==> src/rtl/ccb_pkg.sv <==
`timescale 1ns / 1ps
`default_nettype none

package ccb_pkg;

  // Field widths
  localparam int unsigned KIND_W    = 3;
  localparam int unsigned REASON_W  = 2;
  localparam int unsigned PCT_W     = 7;
  localparam int unsigned TICK_W    = 32;
  localparam int unsigned TOTAL_W   = 64;
  localparam int unsigned CFG_IDX_W = 3;

  // Reset value of the three percentage registers.
  localparam logic [PCT_W-1:0] PCT_RESET = 7'd50;

  // Division by 100 of a 32-bit value: (x * DIV100_MAGIC) >> DIV100_SHIFT is exact.
  localparam logic [31:0] DIV100_MAGIC = 32'h51EB851F;
  localparam int unsigned DIV100_SHIFT = 37;
  localparam int unsigned QUOT_W       = TICK_W + 64 - 64 - DIV100_SHIFT + 32; // 27 bits

  // Division by 100 of a value below 43690: (y * SMALL_MAGIC) >> SMALL_SHIFT is exact.
  localparam logic [12:0] SMALL_MAGIC = 13'd5243;
  localparam int unsigned SMALL_SHIFT = 19;

  // Widths of the partial products of the scaling pipeline.
  localparam int unsigned HI_W  = QUOT_W + PCT_W;   // quotient part times percent
  localparam int unsigned LO_W  = 2 * PCT_W;        // remainder part times percent
  localparam int unsigned REQ_W = TICK_W + 1;       // scaled value fits 33 bits

  typedef enum logic [KIND_W-1:0] {
    KIND_CLEAR  = 3'd0,
    KIND_ACCRUE = 3'd1,
    KIND_BOOST  = 3'd2,
    KIND_GRANT  = 3'd3,
    KIND_SPEND  = 3'd4
  } kind_t;

  typedef enum logic [REASON_W-1:0] {
    REASON_YIELD   = 2'd0,
    REASON_AWAIT   = 2'd1,
    REASON_PREEMPT = 2'd2
  } reason_t;

  typedef enum logic [CFG_IDX_W-1:0] {
    CFG_YIELD_PCT = 3'd0,
    CFG_AWAIT_PCT = 3'd1,
    CFG_BURST_PCT = 3'd2,
    CFG_CAP       = 3'd3,
    CFG_QUANTUM   = 3'd4
  } cfg_idx_t;

  // Configuration register contents.
  typedef struct packed {
    logic [PCT_W-1:0]  yield_pct;
    logic [PCT_W-1:0]  await_pct;
    logic [PCT_W-1:0]  burst_pct;
    logic [TICK_W-1:0] credit_cap;
    logic [TICK_W-1:0] quantum_len;
  } cfg_t;

  // Prepared request handed from the scaling pipeline to the ledger.
  typedef struct packed {
    logic [KIND_W-1:0] kind;
    logic              others;
    logic [REQ_W-1:0]  req;
  } req_t;

endpackage

`default_nettype wire

==> src/rtl/ccb_cfg_regs.sv <==
`timescale 1ns / 1ps
`default_nettype none

module ccb_cfg_regs (
  input  wire logic                           clk,
  input  wire logic                           rst_n,
  input  wire logic                           cfg_valid,
  input  wire logic [ccb_pkg::CFG_IDX_W-1:0]  cfg_index,
  input  wire logic [ccb_pkg::TICK_W-1:0]     cfg_data,
  output ccb_pkg::cfg_t                       cfg
);

  ccb_pkg::cfg_t cfg_r;

  // Register file; writes to indexes beyond the list are dropped.
  always_ff @(posedge clk) begin
    if (!rst_n) begin
      cfg_r.yield_pct   <= ccb_pkg::PCT_RESET;
      cfg_r.await_pct   <= ccb_pkg::PCT_RESET;
      cfg_r.burst_pct   <= ccb_pkg::PCT_RESET;
      cfg_r.credit_cap  <= '0;
      cfg_r.quantum_len <= '0;
    end else if (cfg_valid) begin
      unique case (ccb_pkg::cfg_idx_t'(cfg_index))
        ccb_pkg::CFG_YIELD_PCT: cfg_r.yield_pct   <= cfg_data[ccb_pkg::PCT_W-1:0];
        ccb_pkg::CFG_AWAIT_PCT: cfg_r.await_pct   <= cfg_data[ccb_pkg::PCT_W-1:0];
        ccb_pkg::CFG_BURST_PCT: cfg_r.burst_pct   <= cfg_data[ccb_pkg::PCT_W-1:0];
        ccb_pkg::CFG_CAP:       cfg_r.credit_cap  <= cfg_data;
        ccb_pkg::CFG_QUANTUM:   cfg_r.quantum_len <= cfg_data;
        default: ;
      endcase
    end
  end

  assign cfg = cfg_r;

endmodule

`default_nettype wire

==> src/rtl/ccb_scale_pipe.sv <==
`timescale 1ns / 1ps
`default_nettype none

module ccb_scale_pipe (
  input  wire logic                          clk,
  input  wire logic                          rst_n,
  input  wire logic                          advance,
  input  wire logic                          in_valid,
  input  wire logic [ccb_pkg::KIND_W-1:0]    in_kind,
  input  wire logic [ccb_pkg::REASON_W-1:0]  in_reason,
  input  wire logic [ccb_pkg::TICK_W-1:0]    in_amount_ticks,
  input  wire logic [ccb_pkg::TICK_W-1:0]    in_expected_ticks,
  input  wire logic                          in_others_runnable,
  input  wire ccb_pkg::cfg_t                 cfg,
  output logic                               req_valid,
  output ccb_pkg::req_t                      req
);

  // Stage 1: input register
  logic                          v1_r;
  logic [ccb_pkg::KIND_W-1:0]    kind1_r;
  logic [ccb_pkg::REASON_W-1:0]  reason1_r;
  logic [ccb_pkg::TICK_W-1:0]    amount1_r;
  logic [ccb_pkg::TICK_W-1:0]    expected1_r;
  logic                          others1_r;

  // Stage 2: quotient of the operand by 100
  logic                          v2_r;
  logic [ccb_pkg::KIND_W-1:0]    kind2_r;
  logic                          others2_r;
  logic [ccb_pkg::TICK_W-1:0]    alt2_r;
  logic [ccb_pkg::TICK_W-1:0]    a2_r;
  logic [ccb_pkg::PCT_W-1:0]     p2_r;
  logic [ccb_pkg::QUOT_W-1:0]    aq2_r;

  // Stage 3: partial products with the percentage
  logic                          v3_r;
  logic [ccb_pkg::KIND_W-1:0]    kind3_r;
  logic                          others3_r;
  logic [ccb_pkg::TICK_W-1:0]    alt3_r;
  logic [ccb_pkg::HI_W-1:0]      hi3_r;
  logic [ccb_pkg::LO_W-1:0]      lo3_r;

  // Stage 4: prepared request
  logic                          v4_r;
  ccb_pkg::req_t                 req4_r;

  logic [ccb_pkg::TICK_W-1:0]    a1;
  logic [ccb_pkg::PCT_W-1:0]     p1;
  logic [ccb_pkg::TICK_W-1:0]    alt1;
  logic [63:0]                   prod1;
  logic [ccb_pkg::TICK_W-1:0]    aq_x100;
  logic [ccb_pkg::TICK_W-1:0]    rem2;
  logic [ccb_pkg::PCT_W-1:0]     ar2;
  logic [ccb_pkg::HI_W-1:0]      hi2;
  logic [ccb_pkg::LO_W-1:0]      lo2;
  logic [26:0]                   small_prod;
  logic [ccb_pkg::HI_W-1:0]      q3;
  ccb_pkg::req_t                 req3;

  // Operand and percentage selection. A preempted accrue scales by zero,
  // and boost carries its excess of waited over expected ticks.
  always_comb begin
    a1 = amount1_r;
    p1 = '0;
    unique case (ccb_pkg::kind_t'(kind1_r))
      ccb_pkg::KIND_ACCRUE: begin
        unique case (ccb_pkg::reason_t'(reason1_r))
          ccb_pkg::REASON_YIELD: p1 = cfg.yield_pct;
          ccb_pkg::REASON_AWAIT: p1 = cfg.await_pct;
          default:               p1 = '0;
        endcase
      end
      ccb_pkg::KIND_GRANT: begin
        a1 = cfg.quantum_len;
        p1 = cfg.burst_pct;
      end
      default: ;
    endcase
    if (ccb_pkg::kind_t'(kind1_r) == ccb_pkg::KIND_BOOST) begin
      alt1 = (amount1_r > expected1_r) ? (amount1_r - expected1_r) : '0;
    end else begin
      alt1 = amount1_r;
    end
    prod1 = 64'(a1) * 64'(ccb_pkg::DIV100_MAGIC);
  end

  // Remainder by 100 and the two partial products with the percentage.
  always_comb begin
    aq_x100 = (ccb_pkg::TICK_W'(aq2_r) << 6) + (ccb_pkg::TICK_W'(aq2_r) << 5)
            + (ccb_pkg::TICK_W'(aq2_r) << 2);
    rem2    = a2_r - aq_x100;
    ar2     = rem2[ccb_pkg::PCT_W-1:0];
    hi2     = ccb_pkg::HI_W'(aq2_r) * ccb_pkg::HI_W'(p2_r);
    lo2     = ccb_pkg::LO_W'(ar2) * ccb_pkg::LO_W'(p2_r);
  end

  // Quotient of the small product by 100, then the request value.
  always_comb begin
    small_prod = 27'(lo3_r) * 27'(ccb_pkg::SMALL_MAGIC);
    q3         = hi3_r + ccb_pkg::HI_W'(small_prod[26:ccb_pkg::SMALL_SHIFT]);
    req3.kind   = kind3_r;
    req3.others = others3_r;
    if (ccb_pkg::kind_t'(kind3_r) == ccb_pkg::KIND_ACCRUE ||
        ccb_pkg::kind_t'(kind3_r) == ccb_pkg::KIND_GRANT) begin
      req3.req = q3[ccb_pkg::REQ_W-1:0];
    end else begin
      req3.req = {1'b0, alt3_r};
    end
  end

  // Stage valid flags move together under the common advance.
  always_ff @(posedge clk) begin
    if (!rst_n) begin
      v1_r <= 1'b0;
      v2_r <= 1'b0;
      v3_r <= 1'b0;
      v4_r <= 1'b0;
    end else if (advance) begin
      v1_r <= in_valid;
      v2_r <= v1_r;
      v3_r <= v2_r;
      v4_r <= v3_r;
    end
  end

  // Stage payloads.
  always_ff @(posedge clk) begin
    if (advance) begin
      kind1_r     <= in_kind;
      reason1_r   <= in_reason;
      amount1_r   <= in_amount_ticks;
      expected1_r <= in_expected_ticks;
      others1_r   <= in_others_runnable;

      kind2_r     <= kind1_r;
      others2_r   <= others1_r;
      alt2_r      <= alt1;
      a2_r        <= a1;
      p2_r        <= p1;
      aq2_r       <= prod1[63:ccb_pkg::DIV100_SHIFT];

      kind3_r     <= kind2_r;
      others3_r   <= others2_r;
      alt3_r      <= alt2_r;
      hi3_r       <= hi2;
      lo3_r       <= lo2;

      req4_r      <= req3;
    end
  end

  assign req_valid = v4_r;
  assign req       = req4_r;

endmodule

`default_nettype wire

==> src/rtl/ccb_ledger.sv <==
`timescale 1ns / 1ps
`default_nettype none

module ccb_ledger (
  input  wire logic                          clk,
  input  wire logic                          rst_n,
  input  wire logic                          advance,
  input  wire logic                          req_valid,
  input  wire ccb_pkg::req_t                 req,
  input  wire logic [ccb_pkg::TICK_W-1:0]    credit_cap,
  output logic                               out_valid,
  output logic [ccb_pkg::TICK_W-1:0]         moved_ticks,
  output logic [ccb_pkg::TICK_W-1:0]         credit_balance,
  output logic [ccb_pkg::TOTAL_W-1:0]        earned_total,
  output logic [ccb_pkg::TOTAL_W-1:0]        boost_total,
  output logic [ccb_pkg::TOTAL_W-1:0]        spent_total
);

  // The balance and totals double as the result register: they change only
  // when a new result is loaded.
  logic                          out_valid_r;
  logic [ccb_pkg::TICK_W-1:0]    moved_r,  moved_nxt;
  logic [ccb_pkg::TICK_W-1:0]    credit_r, credit_nxt;
  logic [ccb_pkg::TOTAL_W-1:0]   earned_r, earned_nxt;
  logic [ccb_pkg::TOTAL_W-1:0]   boost_r,  boost_nxt;
  logic [ccb_pkg::TOTAL_W-1:0]   spent_r,  spent_nxt;

  logic [ccb_pkg::TICK_W-1:0]    room;
  logic [ccb_pkg::TICK_W-1:0]    bound;
  logic [ccb_pkg::TICK_W-1:0]    lim;

  // Room below the cap, and the bound that applies to this kind.
  always_comb begin
    room = (credit_r >= credit_cap) ? '0 : (credit_cap - credit_r);
    if (ccb_pkg::kind_t'(req.kind) == ccb_pkg::KIND_ACCRUE ||
        ccb_pkg::kind_t'(req.kind) == ccb_pkg::KIND_BOOST) begin
      bound = room;
    end else begin
      bound = credit_r;
    end
    lim = (req.req > {1'b0, bound}) ? bound : req.req[ccb_pkg::TICK_W-1:0];
  end

  // Balance and total update for one item.
  always_comb begin
    moved_nxt  = '0;
    credit_nxt = credit_r;
    earned_nxt = earned_r;
    boost_nxt  = boost_r;
    spent_nxt  = spent_r;
    unique case (ccb_pkg::kind_t'(req.kind))
      ccb_pkg::KIND_CLEAR: begin
        credit_nxt = '0;
        earned_nxt = '0;
        boost_nxt  = '0;
        spent_nxt  = '0;
      end
      ccb_pkg::KIND_ACCRUE: begin
        moved_nxt  = lim;
        credit_nxt = credit_r + lim;
        earned_nxt = earned_r + ccb_pkg::TOTAL_W'(lim);
      end
      ccb_pkg::KIND_BOOST: begin
        moved_nxt  = lim;
        credit_nxt = credit_r + lim;
        boost_nxt  = boost_r + ccb_pkg::TOTAL_W'(lim);
      end
      ccb_pkg::KIND_GRANT: begin
        moved_nxt = req.others ? '0 : lim;
      end
      ccb_pkg::KIND_SPEND: begin
        moved_nxt  = lim;
        credit_nxt = credit_r - lim;
        spent_nxt  = spent_r + ccb_pkg::TOTAL_W'(lim);
      end
      default: ;
    endcase
  end

  // State and result register.
  always_ff @(posedge clk) begin
    if (!rst_n) begin
      out_valid_r <= 1'b0;
      moved_r     <= '0;
      credit_r    <= '0;
      earned_r    <= '0;
      boost_r     <= '0;
      spent_r     <= '0;
    end else if (advance) begin
      out_valid_r <= req_valid;
      if (req_valid) begin
        moved_r  <= moved_nxt;
        credit_r <= credit_nxt;
        earned_r <= earned_nxt;
        boost_r  <= boost_nxt;
        spent_r  <= spent_nxt;
      end
    end
  end

  assign out_valid      = out_valid_r;
  assign moved_ticks    = moved_r;
  assign credit_balance = credit_r;
  assign earned_total   = earned_r;
  assign boost_total    = boost_r;
  assign spent_total    = spent_r;

`ifndef SYNTH
  // A rise of the balance never takes it past the cap.
  a_rise_within_cap: assert property (@(posedge clk) disable iff (!rst_n)
    ($past(rst_n) && (credit_r > $past(credit_r))) |-> (credit_r <= credit_cap))
    else $error("balance rose above the cap");

  // A grant query leaves the balance and the earned and spent totals untouched.
  a_grant_no_change: assert property (@(posedge clk) disable iff (!rst_n)
    (advance && req_valid && (req.kind == ccb_pkg::KIND_GRANT))
    |=> ($stable(credit_r) && $stable(earned_r) && $stable(spent_r)))
    else $error("grant changed the ledger");

  // An accrue raises the balance by exactly the ticks it reports.
  a_accrue_moves: assert property (@(posedge clk) disable iff (!rst_n)
    (advance && req_valid && (req.kind == ccb_pkg::KIND_ACCRUE))
    |=> (credit_r == $past(credit_r) + moved_r))
    else $error("accrue balance does not match moved ticks");

  // A result waiting at the output keeps the ledger frozen.
  a_hold_ledger: assert property (@(posedge clk) disable iff (!rst_n)
    (!advance) |=> ($stable(credit_r) && $stable(moved_r) && $stable(boost_r)))
    else $error("ledger changed while the output was stalled");
`endif

endmodule

`default_nettype wire

==> src/rtl/cpu_credit_bank_unit.sv <==
// Items pass the input, quotient, partial-product and request stages and
// the ledger's result register. Throughput: one item per cycle unless
// stalled; the balance loop is one register through clamp, add and compare.
// Backpressure stalls every stage together; in_ready follows out_ready.
// Synchronous active-low reset clears the balance, the totals and all valid
// flags, and loads the percentages with 50 and the cap and quantum with 0.
`timescale 1ns / 1ps
`default_nettype none

module cpu_credit_bank_unit (
  input  wire logic                           clk,
  input  wire logic                           rst_n,

  input  wire logic                           in_valid,
  output logic                                in_ready,
  input  wire logic [ccb_pkg::KIND_W-1:0]     in_kind,
  input  wire logic [ccb_pkg::REASON_W-1:0]   in_reason,
  input  wire logic [ccb_pkg::TICK_W-1:0]     in_amount_ticks,
  input  wire logic [ccb_pkg::TICK_W-1:0]     in_expected_ticks,
  input  wire logic                           in_others_runnable,

  output logic                                out_valid,
  input  wire logic                           out_ready,
  output logic [ccb_pkg::TICK_W-1:0]          out_moved_ticks,
  output logic [ccb_pkg::TICK_W-1:0]          out_credit_balance,
  output logic [ccb_pkg::TOTAL_W-1:0]         out_earned_total,
  output logic [ccb_pkg::TOTAL_W-1:0]         out_boost_total,
  output logic [ccb_pkg::TOTAL_W-1:0]         out_spent_total,

  input  wire logic                           cfg_valid,
  output logic                                cfg_ready,
  input  wire logic [ccb_pkg::CFG_IDX_W-1:0]  cfg_index,
  input  wire logic [ccb_pkg::TICK_W-1:0]     cfg_data
);

  ccb_pkg::cfg_t  cfg;
  ccb_pkg::req_t  req;
  logic           req_valid;
  logic           advance;

  // The whole pipeline moves whenever the result register is free or taken.
  assign advance   = !out_valid || out_ready;
  assign in_ready  = advance;
  assign cfg_ready = 1'b1;

  ccb_cfg_regs u_cfg (
    .clk       (clk),
    .rst_n     (rst_n),
    .cfg_valid (cfg_valid),
    .cfg_index (cfg_index),
    .cfg_data  (cfg_data),
    .cfg       (cfg)
  );

  ccb_scale_pipe u_pipe (
    .clk                (clk),
    .rst_n              (rst_n),
    .advance            (advance),
    .in_valid           (in_valid),
    .in_kind            (in_kind),
    .in_reason          (in_reason),
    .in_amount_ticks    (in_amount_ticks),
    .in_expected_ticks  (in_expected_ticks),
    .in_others_runnable (in_others_runnable),
    .cfg                (cfg),
    .req_valid          (req_valid),
    .req                (req)
  );

  ccb_ledger u_ledger (
    .clk            (clk),
    .rst_n          (rst_n),
    .advance        (advance),
    .req_valid      (req_valid),
    .req            (req),
    .credit_cap     (cfg.credit_cap),
    .out_valid      (out_valid),
    .moved_ticks    (out_moved_ticks),
    .credit_balance (out_credit_balance),
    .earned_total   (out_earned_total),
    .boost_total    (out_boost_total),
    .spent_total    (out_spent_total)
  );

endmodule

`default_nettype wire
==> config.mk <==
export PLATFORM = sky130hd
export DESIGN_NAME = cpu_credit_bank_unit
export DESIGN_NICKNAME = d
export VERILOG_FILES = /design/src/rtl/ccb_pkg.sv /design/src/rtl/ccb_cfg_regs.sv /design/src/rtl/ccb_scale_pipe.sv /design/src/rtl/ccb_ledger.sv /design/src/rtl/cpu_credit_bank_unit.sv
export SDC_FILE = /design/constraint.sdc
export NUM_CORES = 2
export LEC_CHECK = 0
export BUFFER_PORTS_ARGS = -buffer_cell sky130_fd_sc_hd__buf_4
export CAP_MARGIN = 15
export CORE_MARGIN = 5
export CORE_UTILIZATION = 35
export DETAILED_ROUTE_END_ITERATION = 7
export PLACE_DENSITY = 0.56
export SLEW_MARGIN = 10
export SYNTH_ARGS = -nofsm -noshare
export SYNTH_HDL_FRONTEND = slang
export SYNTH_HIERARCHICAL = 1
export SYNTH_SLANG_ARGS = --single-unit
==> constraint.sdc <==
create_clock -name clk -period 25.4 [get_ports clk]
set_input_delay 5.08 -clock clk [delete_from_list [all_inputs] [get_ports clk]]
set_output_delay 5.08 -clock clk [all_outputs]
set_load 0.02 [all_outputs]
==> metrics.txt <==
status=complete, no violations; Synth Area in XOR/XNOR=0.05317; worst-skew pair later-pin latency=0.69 ns; H-tree Lvls=3; Worst Path Arrival=5.70 ns; share of cells above drive strength 1=0.08893; Initial Util=0.3512; placed cells=9210; post-layout minimum cycle time=10.78 ns; Setup TNS=0 ns; Routability Congestion=0.9307; vias in the first global route=48920; RR Startpoint=u_ledger/credit_balance[1]$_SDFFE_PN0P_; R2R Path End=u_ledger/credit_balance[31]$_SDFFE_PN0P_; worst slew pin tran=1.166 ns; initial antenna violation count=2; CTS root buffer=clkbuf_16; 1st-pass router iterations=5; RSZ-0062 raised after global routing=false; simple logic cell fraction of the synthesized area=0.1278; CTS tree=yes; Avg Cell Area, Syn=9.442 um^2; Startpoint Class=input pin; hold depth=0; Synth cell types=108; worst-path fanout max=3; Final ANT Viol Nets=0; Initial DRC Count=3014; Die W=432.9 um; via count=48380; max-slew violations=0; Synth Area in Adders=0.3511; most frequent cells in the layout=1065 x inv_1, 806 x ha_1, 594 x fa_1; # setup viols final=0; first-pass GRT wire length=302900 um; EDFF count, synth=266; post-synthesis mux area share=0.02325; asr flop ratio synth=0; internal reg-to-reg setup slack=14.92 ns; Routed WL per cell=21.50 um; clock-pin slew of the registers on the worst-case setup and hold paths=0.06 ns; Chip Height=432.9 um; FF+latch count, synth=612; area of the core=0.1782 mm^2; DR vias/cell=5.175; routed wire length=201100 um; Total GRT Usage=0.2111; largest family of logic cells by synthesized area=adder cells; post-synthesis compound-gate area fraction=0.1294; cells on worst reg2reg path=40; clock sink count=612; crit end category=output port; area grow syn2layout=12.83%; worst hold slack=0.4211 ns; Mapped Cells=6629; die area=0.1874 mm^2; Hold Vio Cnt, Final=0; pre-CTS setup slack=14.58 ns; floorplan row count=155; Worst Setup Path Type=in2out; TritonCTS Buffers=76; Worst Hold End=u_pipe/alt3_r[21]$_DFFE_PP_; Synth Flop Type=dfxtp_1; Setup Buffers After CTS=0; DRC violations left=0; worst hold start=u_pipe/alt2_r[21]$_DFFE_PP_; Peak Freq=0.09275 GHz; Yosys warning count=6; Final Skew=0.05722 ns; HP Class=reg2reg; commonest non-fill, non-tap cell in the layout=inv_1; CTS Buffer Depth=3; register area share after synthesis=0.2383; DP HPWL=166800 um; number of port buffers=367; area of the mapped netlist=0.06259 mm^2; hold-fix buffers at CTS=0; pin count of the biggest net entering global routing=146; nets@finish=8444; GRT overflow=0; Syn Nets=8139; Req. time, crit path=20.32 ns; I/O Pins=369; max-cap violations=0; number of gates resized after cts=0; PnR worst setup slack=14.62 ns; Rel. slew slack=0.2188; final period utilization=0.4245; final cell count without fillers=9350
## worst max-delay path by stage
stage	start	to	slack [ns]	cells after the start
3_3_place_gp	out_ready	in_ready	14.57	3
4_1_cts	out_ready	in_ready	14.57	3
6_report	out_ready	in_ready	14.62	3
5_1_grt	u_ledger/credit_balance[6]$_SDFFE_PN0P_	u_ledger/credit_balance[31]$_SDFFE_PN0P_	14.34	40
2_1_floorplan	out_ready	in_ready	8.66	1
3_5_place_dp	out_ready	in_ready	14.58	3
## sequential cells by signal (all words and copies together), names as in the netlist, 2 cells and up
register	flops
u_cfg/cfg	85
u_ledger/boost_total	64
u_ledger/credit_balance	32
u_ledger/earned_total	64
u_ledger/moved_ticks	32
u_ledger/spent_total	64
u_pipe/a2_r	7
u_pipe/alt2_r	32
u_pipe/alt3_r	32
u_pipe/amount1_r	32
u_pipe/aq2_r	26
u_pipe/expected1_r	32
u_pipe/hi3_r	33
u_pipe/kind1_r	3
u_pipe/kind2_r	3
u_pipe/kind3_r	3
u_pipe/lo3_r	14
u_pipe/p2_r	7
u_pipe/reason1_r	2
u_pipe/req	37
## metrics by stage
stage | instance area (um^2) | util
CTS | 70610 | 0.3962
finish | 70620 | 0.3962
floorplan | 62590 | -
detailed placement | 68040 | 0.3818
global route | 70620 | 0.3962
global placement | 68040 | 0.3818
## cell type report
class | count | area, um^2
Inverter | 1066 | 4001
Timing Repair Buffer | 427 | 3237
Tap cell | 2355 | 2947
Clock buffer | 102 | 2091
Antenna cell | 1 | 2.502
Fill cell | 17730 | 107600
Clock inverter | 36 | 480.5
Multi-Input combinational cell | 4751 | 42950
Sequential cell | 612 | 14910
## Yosys cell counts (45+ instances only)
master | instances | area share
a21o_1 | 167 | 0.020
edfxtp_1 | 266 | 0.13
fa_1 | 594 | 0.19
mux2i_1 | 137 | 0.022
xnor2_1 | 247 | 0.035
nor3_1 | 67 | 0.0054
nor2_1 | 255 | 0.015
inv_1 | 1065 | 0.064
nor2b_1 | 171 | 0.017
nand4_1 | 82 | 0.0082
a22oi_1 | 117 | 0.014
and3_1 | 49 | 0.0049
dfxtp_1 | 346 | 0.11
clkbuf_1 | 160 | 0.0096
xor2_1 | 133 | 0.019
nand2_1 | 571 | 0.034
nand3_1 | 132 | 0.011
o21ai_0 | 193 | 0.015
o21bai_1 | 53 | 0.0064
a21oi_1 | 304 | 0.024
nand2b_1 | 45 | 0.0045
ha_1 | 806 | 0.16
and2_1 | 98 | 0.0098
## kinds of logic after synthesis
family	count (synthesis)
other	1
multiplexers	144
AND/OR/NAND/NOR	1614
flip-flops	612
XOR/XNOR	380
buffers and inverters	1266
adder cells (fa/ha/maj)	1400
AO/OA/AOI/OAI	1212
## critical path, cell delays in order
cell      delay, ns
buf_4          0.11
nand2b_4       0.26
buf_4          0.23
## routing by layer
metal	global-route usage	part of all wire	vias up
li1	-	-	23050
met1	0.2648	0.42	23820
met2	0.3615	0.48	1227
met3	0.02408	0.043	282
met5	0	0	-
met4	0.1031	0.056	0
Power is left out: the tool's default activity adds up to more than one toggle a clock period on the data nets, which glitch-free logic cannot reach.
